**src/rtl/tsd_pkg.sv**
```systemverilog
`default_nettype none

package tsd_pkg;

    localparam int SIDE_DEPTH = 1024;
    localparam int DATA_WIDTH = 32;
    localparam int ADDR_W     = $clog2(SIDE_DEPTH);
    localparam int CNT_W      = ADDR_W + 1;
    localparam int KIND_W     = 3;
    localparam int INDEX_W    = 11;
    localparam int WORD_W     = 32;
    localparam int COUNT_W    = 12;
    localparam int QUEUE_DEPTH = 2;
    localparam int QPTR_W     = $clog2(QUEUE_DEPTH);
    localparam int QCNT_W     = QPTR_W + 1;

    localparam logic [CNT_W-1:0] SIDE_FULL = CNT_W'(SIDE_DEPTH);

    typedef enum logic [KIND_W-1:0] {
        KIND_PUSH_FRONT = 3'd0,
        KIND_PUSH_BACK  = 3'd1,
        KIND_READ_INDEX = 3'd2,
        KIND_WRITE_INDEX = 3'd3,
        KIND_FRONT      = 3'd4,
        KIND_BACK       = 3'd5
    } kind_t;

    typedef enum logic [2:0] {
        OP_NOP,
        OP_PUSH_FRONT,
        OP_PUSH_BACK,
        OP_READ_INDEX,
        OP_WRITE_INDEX,
        OP_FRONT,
        OP_BACK
    } op_t;

    typedef enum logic [1:0] {
        ST_OK    = 2'd0,
        ST_RANGE = 2'd1,
        ST_EMPTY = 2'd2,
        ST_FULL  = 2'd3
    } status_t;

    typedef struct packed {
        logic [KIND_W-1:0]  kind;
        logic [INDEX_W-1:0] index;
        logic signed [WORD_W-1:0] value;
    } req_t;

    typedef struct packed {
        logic signed [WORD_W-1:0] data;
        logic [1:0]               status;
        logic [COUNT_W-1:0]       count;
        logic                     is_empty;
    } rsp_t;

    typedef struct packed {
        op_t                      op;
        logic [INDEX_W-1:0]       index;
        logic [DATA_WIDTH-1:0]    value;
    } cmd_t;

    typedef struct packed {
        logic valid;
        cmd_t cmd;
    } cmd_push_t;

    typedef struct packed {
        logic valid;
        cmd_t cmd;
    } cmd_pop_t;

endpackage

`default_nettype wire

```
**src/rtl/tsd_front.sv**
```systemverilog
`default_nettype none

module tsd_front (
    input  wire logic             clk,
    input  wire logic             rst_n,
    input  wire logic             req_valid,
    output logic                  req_stall,
    input  wire tsd_pkg::req_t    req,
    output tsd_pkg::cmd_push_t    push,
    input  wire logic             queue_full
);

    logic           valid_reg;
    logic           valid_next;
    tsd_pkg::cmd_t  cmd_reg;
    tsd_pkg::cmd_t  cmd_next;
    logic           take;
    logic           pushed;

    assign pushed    = valid_reg && !queue_full;
    assign req_stall = valid_reg && queue_full;
    assign take      = req_valid && !req_stall;

    always_comb
    begin
        cmd_next       = cmd_reg;
        cmd_next.index = req.index;
        cmd_next.value = req.value[tsd_pkg::DATA_WIDTH-1:0];
        unique case (req.kind)
            tsd_pkg::KIND_PUSH_FRONT:  cmd_next.op = tsd_pkg::OP_PUSH_FRONT;
            tsd_pkg::KIND_PUSH_BACK:   cmd_next.op = tsd_pkg::OP_PUSH_BACK;
            tsd_pkg::KIND_READ_INDEX:  cmd_next.op = tsd_pkg::OP_READ_INDEX;
            tsd_pkg::KIND_WRITE_INDEX: cmd_next.op = tsd_pkg::OP_WRITE_INDEX;
            tsd_pkg::KIND_FRONT:       cmd_next.op = tsd_pkg::OP_FRONT;
            tsd_pkg::KIND_BACK:        cmd_next.op = tsd_pkg::OP_BACK;
            default:                   cmd_next.op = tsd_pkg::OP_NOP;
        endcase
    end

    always_comb
    begin
        valid_next = valid_reg;
        if (take)
        begin
            valid_next = 1'b1;
        end
        else if (pushed)
        begin
            valid_next = 1'b0;
        end
    end

    always_ff @(posedge clk or negedge rst_n)
    begin
        if (!rst_n)
        begin
            valid_reg <= 1'b0;
        end
        else
        begin
            valid_reg <= valid_next;
        end
    end

    always_ff @(posedge clk)
    begin
        if (take)
        begin
            cmd_reg <= cmd_next;
        end
    end

    assign push.valid = valid_reg;
    assign push.cmd   = cmd_reg;

endmodule

`default_nettype wire

```
**config.mk**
```make
export PLATFORM = sky130hd
export DESIGN_NAME = tsd_front
export DESIGN_NICKNAME = d
export VERILOG_FILES = /design/src/rtl/tsd_pkg.sv /design/src/rtl/tsd_front.sv
export SDC_FILE = /design/constraint.sdc
export NUM_CORES = 1
export LEC_CHECK = 0
export ABC_AREA = 1
export BUFFER_PORTS_ARGS = -buffer_cell sky130_fd_sc_hd__buf_2
export CORE_ASPECT_RATIO = 1.75
export CORE_UTILIZATION = 35
export DETAILED_ROUTE_END_ITERATION = 10
export PLACE_DENSITY = 0.71
export SYNTH_ARGS = -nofsm -noshare
export SYNTH_HDL_FRONTEND = slang
export SYNTH_SLANG_ARGS = --single-unit
```
**constraint.sdc**
```tcl
create_clock -name clk -period 4 [get_ports clk]
set_clock_uncertainty 0.1 [all_clocks]
set_input_delay 0.4 -clock clk [delete_from_list [all_inputs] [get_ports clk]]
set_output_delay 0.4 -clock clk [all_outputs]
set_load 0.01 [all_outputs]
```
==> impl_metrics.csv <==
group,metric,value,unit
status,status,"complete, no violations",
clock_network,cts_resized,0,
critical_path,critPathSlowestCell,"nor2_4",
drt,drtAntennaViolNets,0,
sta,slew_headroom,19.3,%
floorplanning,die_height,87.8,µm
yosys,synth.avg_cell_area,23.4,µm²
clock_network,path_clk_slew,0.08,ns
yosys,netlist_area,0.00147,mm²
power,seq_power_share,59.0,%
power,power_density,461,mW/mm²
cells_and_area,antenna_cells,0,
sta,final.period_utilization,48.9,%
floorplanning,fp-row-count,30,
power,p_sw_share,19.3,%
global_routing,grt_pass1_wl,4.24,mm
floorplanning,fp.dieW,51.0,µm
drt,drc,0,
sta,setup_viol,0,
yosys,ys_warn_count,0,
run,cap_violations,0,
cells_and_area,nets,217,
cells_and_area,syn_to_final_growth,44.7,%
cells_and_area,final_cell_mix,"97 x buf_2, 46 x edfxtp_1, 6 x nand2_1",
place,finalWeightedCongestion,0.680,
drt,drt-wirelength-per-cell,13.4,µm
place,dp.cells,207,
sta,fmax,511,MHz
min_path,min_path_type,"in -> reg",
critical_path,crit_chain,"nand2_1 -> inv_1 -> nor2_4",
yosys,synth_nets,113,
sta,fin_crit,1.96,ns
cells_and_area,multi_input_area,47.5,µm²
sta,finalHoldViolCount,0,
cells_and_area,drive_gt1_share,62.3,%
cells_and_area,layout_commonest_cell,"buf_2",
cells_and_area,regArea,0.00141,mm²
clock_network,clk_latency,0.28,ns
power,pwr-share-clk,32.8,%
drt,routed_wl,2.88,mm
critical_path,critPathRequiredTime,3.80,ns
global_routing,grt_max_degree,47,
clock_network,cts_root_buffer,"clkbuf_8",
critical_path,critPathKind,"reg -> reg",
clock_network,hold_buffers,1,
critical_path,end_kind,"register",
global_routing,grt_pass1_vias,993,
sta,maxSlewViolCount,0,
clock_network,cts_setup_buffers,0,
global_routing,grt_antenna_before_repair,0,
global_routing,grt_overflow_total,0,
yosys,synth.distinct_cells,8,
power,p_int,0.000793,W
clock_network,cts_tree,"yes",
cells_and_area,utilization,54.1,%
cells_and_area,n_fill_cell,339,
place,dp_hpwl,2.21,mm
global_routing,grt_util_all_layers,13.5,%
critical_path,startpoint_type,"register",
drt,drt-pass1-iter-count,4,
sta,setup-tns-final,0,ns
critical_path,worst-path-max-fanout,46,
power,leakagePower,0.942,nW
floorplanning,coreArea,0.00394,mm²
clock_network,htree_num_levels,2,
cells_and_area,final_cells,215,
drt,drt_iter0_markers,13,
yosys,synth.yosys.seq_area_share,95.5,%
power,ir_drop,0.396,mV
power,comb_power_share,8.2,%
yosys,ys_ff_latch,47,
sta,rsz0062_at_grt,"false",
cells_and_area,largest_register_ffs,46,
clock_network,numCtsBuffers,5,
critical_path,slowest_delay,0.91,ns
floorplanning,boundaryPins,98,
critical_path,cp.arrival,1.76,ns
floorplanning,dieArea,0.00448,mm²
clock_network,clock-sinks,47,
clock_network,clk_path_buf_depth,2,
place,io_buffer_count,97,
drt,via_count,914,
sta,worst_pin_slew,1.21,ns
drt,via_per_inst,4.25,
power,p_switching,0.000190,W
floorplanning,start_util,37.4,%
yosys,postSynthCellCount,63,
==> synthesized netlist by cell type, drive strengths merged <==
library cell / n / area [µm²]
nand2: 6 / 22.5
buf: 1 / 7.51
o21ai: 1 / 5.00
edfxtp: 46 / 1380
dfrtp: 1 / 25.0
inv: 5 / 18.8
a21oi: 1 / 5.00
nor2: 2 / 7.51
==> layer usage <==
layer  vias to the layer above  global-route usage, %  wire [µm]  part of all wire (%)
met5                         -                      0          0                     0
met4                         0                   9.34         83                   2.9
met3                         9                   5.73        265                   9.2
met2                        49                   25.5       1670                    58
met1                       417                   10.4        860                    30
li1                        439                      -          -                     -
==> cell families after synthesis <==
group | share of synthesized area (%)
AND/OR/NAND/NOR | 2.04
buffers and inverters | 1.78
flip-flops | 95.5
AO/OA/AOI/OAI | 0.679
==> cell type report <==
class	instances	share of cell area [%]
clock inverters	1	1.41
well taps	48	2.82
flip-flops and latches	47	66.0
multi-input cells	10	2.23
clock buffers	6	3.41
repair buffers	98	23.3
inverters	5	0.881
==> worst max-delay path, delay by kind of cell (launching register included) <==
family        cells  cell delay (ns)
simple gates      2             1.00
flops             1             0.38
buf+inv           1             0.08
==> power groups by stage <==
stage	Clock (W)	Combinational, W	Sequential (W)
floorplan	0	0.0000142	0.000607
global placement	0	0.0000786	0.000590
detailed placement	0	0.0000821	0.000592
CTS	0.000332	0.0000828	0.000581
global route	0.000348	0.0000886	0.000583
finish	0.000322	0.0000810	0.000580
==> final timing paths <==
check,start,slack (ns),end,cells after the start
setup / recovery,valid_reg,2.04,push[22],3
hold / removal,req[25],0.18,push[25],1
setup reg to reg,valid_reg,2.04,push[22],3
hold reg to reg,valid_reg,0.42,valid_reg,2
max in group asynchronous,rst_n,3.40,valid_reg,2
min in group asynchronous,rst_n,0.32,valid_reg,2
==> metrics by stage <==
stage | setup WS, ns | instance area (µm²) | hold WS, ns | power (W)
finish | 2.04 | 2130 | 0.180 | 0.000983
global placement | 2.02 | 2020 | 0.0746 | 0.000669
CTS | 2.01 | 2130 | 0.171 | 0.000996
detailed placement | 1.91 | 2020 | 0.0762 | 0.000674
floorplan | 0.972 | 1470 | 0.00441 | 0.000622
global route | 1.89 | 2130 | 0.168 | 0.00102
Power figures use the tool's default switching activity.
