### config.mk
export PLATFORM = sky130hd
export DESIGN_NAME = tsd_queue
export DESIGN_NICKNAME = d
export VERILOG_FILES = /design/src/rtl/tsd_pkg.sv /design/src/rtl/tsd_queue.sv
export SDC_FILE = /design/constraint.sdc
export NUM_CORES = 1
export LEC_CHECK = 0
export BUFFER_PORTS_ARGS = -buffer_cell sky130_fd_sc_hd__buf_4
export CORE_UTILIZATION = 55
export CTS_BUF_LIST = sky130_fd_sc_hd__clkbuf_4 sky130_fd_sc_hd__clkbuf_8
export CTS_CLUSTER_SIZE = 30
export DETAILED_ROUTE_END_ITERATION = 7
export GPL_TIMING_DRIVEN = 0
export PLACE_DENSITY = 0.87
export SYNTH_ARGS = -nofsm -noshare
export SYNTH_HDL_FRONTEND = slang
export SYNTH_SLANG_ARGS = --single-unit
### constraint.sdc
create_clock -name clk -period 5.15 [get_ports clk]
set_clock_uncertainty 0.15 [all_clocks]
set_input_delay 0.515 -clock clk [delete_from_list [all_inputs] [get_ports clk]]
set_output_delay 0.515 -clock clk [all_outputs]
set_load 0.1 [all_outputs]
### src/rtl/tsd_pkg.sv
`default_nettype none

package tsd_pkg;

    localparam int SIDE_DEPTH = 1024;
    localparam int DATA_WIDTH = 32;
    localparam int ADDR_W     = $clog2(SIDE_DEPTH);
    localparam int CNT_W      = ADDR_W + 1;
    localparam int KIND_W     = 3;
    localparam int INDEX_W    = 11;
    localparam int WORD_W     = 32;
    localparam int COUNT_W    = 12;
    localparam int QUEUE_DEPTH = 2;
    localparam int QPTR_W     = $clog2(QUEUE_DEPTH);
    localparam int QCNT_W     = QPTR_W + 1;

    localparam logic [CNT_W-1:0] SIDE_FULL = CNT_W'(SIDE_DEPTH);

    typedef enum logic [KIND_W-1:0] {
        KIND_PUSH_FRONT = 3'd0,
        KIND_PUSH_BACK  = 3'd1,
        KIND_READ_INDEX = 3'd2,
        KIND_WRITE_INDEX = 3'd3,
        KIND_FRONT      = 3'd4,
        KIND_BACK       = 3'd5
    } kind_t;

    typedef enum logic [2:0] {
        OP_NOP,
        OP_PUSH_FRONT,
        OP_PUSH_BACK,
        OP_READ_INDEX,
        OP_WRITE_INDEX,
        OP_FRONT,
        OP_BACK
    } op_t;

    typedef enum logic [1:0] {
        ST_OK    = 2'd0,
        ST_RANGE = 2'd1,
        ST_EMPTY = 2'd2,
        ST_FULL  = 2'd3
    } status_t;

    typedef struct packed {
        logic [KIND_W-1:0]  kind;
        logic [INDEX_W-1:0] index;
        logic signed [WORD_W-1:0] value;
    } req_t;

    typedef struct packed {
        logic signed [WORD_W-1:0] data;
        logic [1:0]               status;
        logic [COUNT_W-1:0]       count;
        logic                     is_empty;
    } rsp_t;

    typedef struct packed {
        op_t                      op;
        logic [INDEX_W-1:0]       index;
        logic [DATA_WIDTH-1:0]    value;
    } cmd_t;

    typedef struct packed {
        logic valid;
        cmd_t cmd;
    } cmd_push_t;

    typedef struct packed {
        logic valid;
        cmd_t cmd;
    } cmd_pop_t;

endpackage

`default_nettype wire

### src/rtl/tsd_queue.sv
`default_nettype none

module tsd_queue (
    input  wire logic               clk,
    input  wire logic               rst_n,
    input  wire tsd_pkg::cmd_push_t push,
    output logic                    full,
    output tsd_pkg::cmd_pop_t       head,
    input  wire logic               pop
);

    tsd_pkg::cmd_t               entry_reg [tsd_pkg::QUEUE_DEPTH];
    logic [tsd_pkg::QPTR_W-1:0]  wr_ptr_reg;
    logic [tsd_pkg::QPTR_W-1:0]  wr_ptr_next;
    logic [tsd_pkg::QPTR_W-1:0]  rd_ptr_reg;
    logic [tsd_pkg::QPTR_W-1:0]  rd_ptr_next;
    logic [tsd_pkg::QCNT_W-1:0]  fill_reg;
    logic [tsd_pkg::QCNT_W-1:0]  fill_next;
    logic                        do_push;
    logic                        do_pop;

    assign full     = (fill_reg == tsd_pkg::QCNT_W'(tsd_pkg::QUEUE_DEPTH));
    assign do_push  = push.valid && !full;
    assign do_pop   = pop && head.valid;
    assign head.valid = (fill_reg != '0);
    assign head.cmd   = entry_reg[rd_ptr_reg];

    always_comb
    begin
        wr_ptr_next = do_push ? wr_ptr_reg + 1'b1 : wr_ptr_reg;
        rd_ptr_next = do_pop ? rd_ptr_reg + 1'b1 : rd_ptr_reg;
        fill_next   = fill_reg;
        if (do_push && !do_pop)
        begin
            fill_next = fill_reg + 1'b1;
        end
        else if (do_pop && !do_push)
        begin
            fill_next = fill_reg - 1'b1;
        end
    end

    always_ff @(posedge clk or negedge rst_n)
    begin
        if (!rst_n)
        begin
            wr_ptr_reg <= '0;
            rd_ptr_reg <= '0;
            fill_reg   <= '0;
        end
        else
        begin
            wr_ptr_reg <= wr_ptr_next;
            rd_ptr_reg <= rd_ptr_next;
            fill_reg   <= fill_next;
        end
    end

    always_ff @(posedge clk)
    begin
        if (do_push)
        begin
            entry_reg[wr_ptr_reg] <= push.cmd;
        end
    end

endmodule

`default_nettype wire

==> flow_metrics.tcl <==
set metrics [dict create \
    status "finished clean" \
    synth_cells 162 \
    port_buffers 97 \
    clockBufferDepth 2 \
    hold_path_class "in2reg" \
    synth_area_leaders "edfxtp_1, mux2_4, mux2_2" \
    synth_top_family_by_area "multiplexers" \
    antenna_found_initial 0 \
    synth_adder_area_share_pct 0.3434 \
    cp_cell_sequence "buf_6, buf_6, mux2_4, buf_4" \
    via_count 1800 \
    insertion_delay_ns 0.34 \
    synth_xor_area_share_pct 1.202 \
    numCtsBuffers 9 \
    synthToLayoutAreaGrowth_pct 29.36 \
    drc 0 \
    row_count 29 \
    syn_nets 213 \
    path_clk_slew_ns 0.08 \
    ys_warn_count 0 \
    cts_root_buffer "clkbuf_8" \
    required_ns 4.49 \
    timing.setup.critical_path_class "reg2out" \
    cp-end-kind "output port" \
    r2r_slack_ns 3.15 \
    yosysTopAreaCellShare_pct 75.82 \
    core-area_um2 6386 \
    routedWlPerCell_um 16.61 \
    reg2reg_depth 4 \
    drive_above_1_share_pct 60.79 \
    start_util_pct 57.05 \
    synth_area_um2 3643 \
    die_w_um 83.39 \
    ant_nets 0 \
    overflow 0 \
    htreeDepth 3 \
    dp_hpwl_mm 4.195 \
    worstMarginPinSlew_ns 0.6549 \
    path_max_fanout 10 \
    reg2reg_from "fill_reg[0]$_DFFE_PN0P_" \
    antennaDiodeCount 0 \
    synth_simple_gate_area_share_pct 0.9959 \
    finalMaxSlewViolations 0 \
    finalHoldViolCount 0 \
    grtUsageTotal_pct 17.50 \
    synth_area_per_cell_um2 22.49 \
    setup_viol 0 \
    cpMostUsedCell "buf_6" \
    yosys-mux-area-fraction_pct 17.31 \
    grt_pass1_vias 1944 \
    grt_pass1_wl_mm 9.039 \
    tns_ns 0 \
    min_to "entry_reg[1][23]$_DFFE_PP_" \
    synth_compound_area_share_pct 0 \
    max_stage_delay_ns 0.36 \
    clock-sinks 96 \
    fmax_mhz 438.4 \
    slowest_stage "dfrtp_1" \
    largest_reg_flops 92 \
    start_kind "register" \
    finalCritPeriodShare_pct 44.29 \
    yosys.area.top_type "edfxtp_1" \
    period_minus_slack_ns 2.281 \
    wirelength_mm 5.898 \
    min-delay-start "push[23]" \
    dieHeight_um 83.39 \
    vias_per_cell 5.070 \
    yosysSeqAreaShare_pct 78.57 \
    first_iter_violations 55 \
    dieArea_um2 6954 \
    grt_max_degree 28 \
    ioPinCount 98 \
    ys_seq_elements 96 \
    synth.distinct_cells 16 \
    rsz0062_at_grt "false" \
    r2r-end "entry_reg[0][42]$_DFFE_PP_" \
    cts_tree "yes" \
    drt_pass1_iterations 4 \
    cp.arrival_ns 1.62 \
    final_nets 324 \
    maxCapViolCount 0 \
    worstHoldPathCells 1 \
    slew_headroom_pct 56.24 \
    globalplace.congestion 0.6720 \
]
## critical path, delay by kind of cell, from the launching register on
kind / cells / cell delay (ns)
muxes: 1 / 0.31
buffers and inverters: 3 / 0.59
DFF: 1 / 0.36
## through the flow
step	cell area, µm²	hold WS [ns]	cells	util (%)	setup slack (ns)
after floorplan	3643	0.06941	162	-	1.994
after global placement	4468	0.1650	336	69.96	0.9677
after detailed placement	4517	0.1677	338	70.73	3.121
after CTS	4713	0.1880	355	73.80	2.846
after global routing	4713	0.1834	355	73.80	2.808
final	4713	0.1992	355	73.80	2.869
## cell families after synthesis
kind of cell / Yosys count
XOR/XNOR: 5
adder cells (fa/ha/maj): 1
buffers and inverters: 7
flip-flops: 96
multiplexers: 46
AND/OR/NAND/NOR: 7
## metal layers
layer | wire length [µm] | up-vias | GRT usage [%] | part of all wire (%)
li1 | - | 851 | - | -
met1 | 2250 | 866 | 18.96 | 38
met2 | 3157 | 73 | 31.37 | 54
met3 | 374 | 10 | 5.467 | 6.3
met4 | 116 | 0 | 7.680 | 2.0
met5 | 0 | - | 0 | 0
## worst max path at each step
stage | startpoint | to | slack, ns | cells after the start
detailed placement | push[46] | entry_reg[0][38]$_DFFE_PP_ | 3.12 | 4
finish | rd_ptr_reg$_DFFE_PN0P_ | head[2] | 2.87 | 4
floorplan | fill_reg[0]$_DFFE_PN0P_ | entry_reg[0][0]$_DFFE_PP_ | 1.99 | 3
global placement | push[46] | entry_reg[0][38]$_DFFE_PP_ | 0.97 | 3
global route | rd_ptr_reg$_DFFE_PN0P_ | head[2] | 2.81 | 4
CTS | rd_ptr_reg$_DFFE_PN0P_ | head[2] | 2.85 | 4
## layout make-up
cell class	count	area, µm²
repair buffers	100	778.2
well taps	77	96.34
plain buffers	5	50.05
fillers	402	1673
flip-flops and latches	96	2863
clock inverters	7	62.56
inverters	2	7.507
multi-input cells	59	732.0
clock buffers	9	123.9
## cells in the final DEF (no fill, tap or decap), drive strengths merged
| cell type | instances |
|---|---|
| dfrtp | 4 |
| ha | 1 |
| or2 | 1 |
| nor2 | 2 |
| buf | 104 |
| inv | 2 |
| bufinv | 1 |
| clkinv | 6 |
| nand2b | 1 |
| edfxtp | 92 |
| xor2 | 2 |
| nand2 | 2 |
| dlygate4sd3 | 1 |
| and3 | 1 |
| xnor2 | 3 |
| mux2 | 46 |
| clkbuf | 9 |
## synth_stat cells, drive strengths merged
master,count
and3,1
buf,5
dfrtp,4
edfxtp,92
ha,1
inv,2
mux2,46
nand2,2
nand2b,1
nor2,2
or2,1
xnor2,3
xor2,2
## what timing repair did
action,CTS,global route
setup buffers,0,0
hold endpoints to repair,4,0
hold buffers,1,0
resized for setup,0,0
endpoints found under the setup margin,0,0
Power is not shown: default switching activity piles up to over one toggle a cycle in this logic, so the estimate is an artifact.
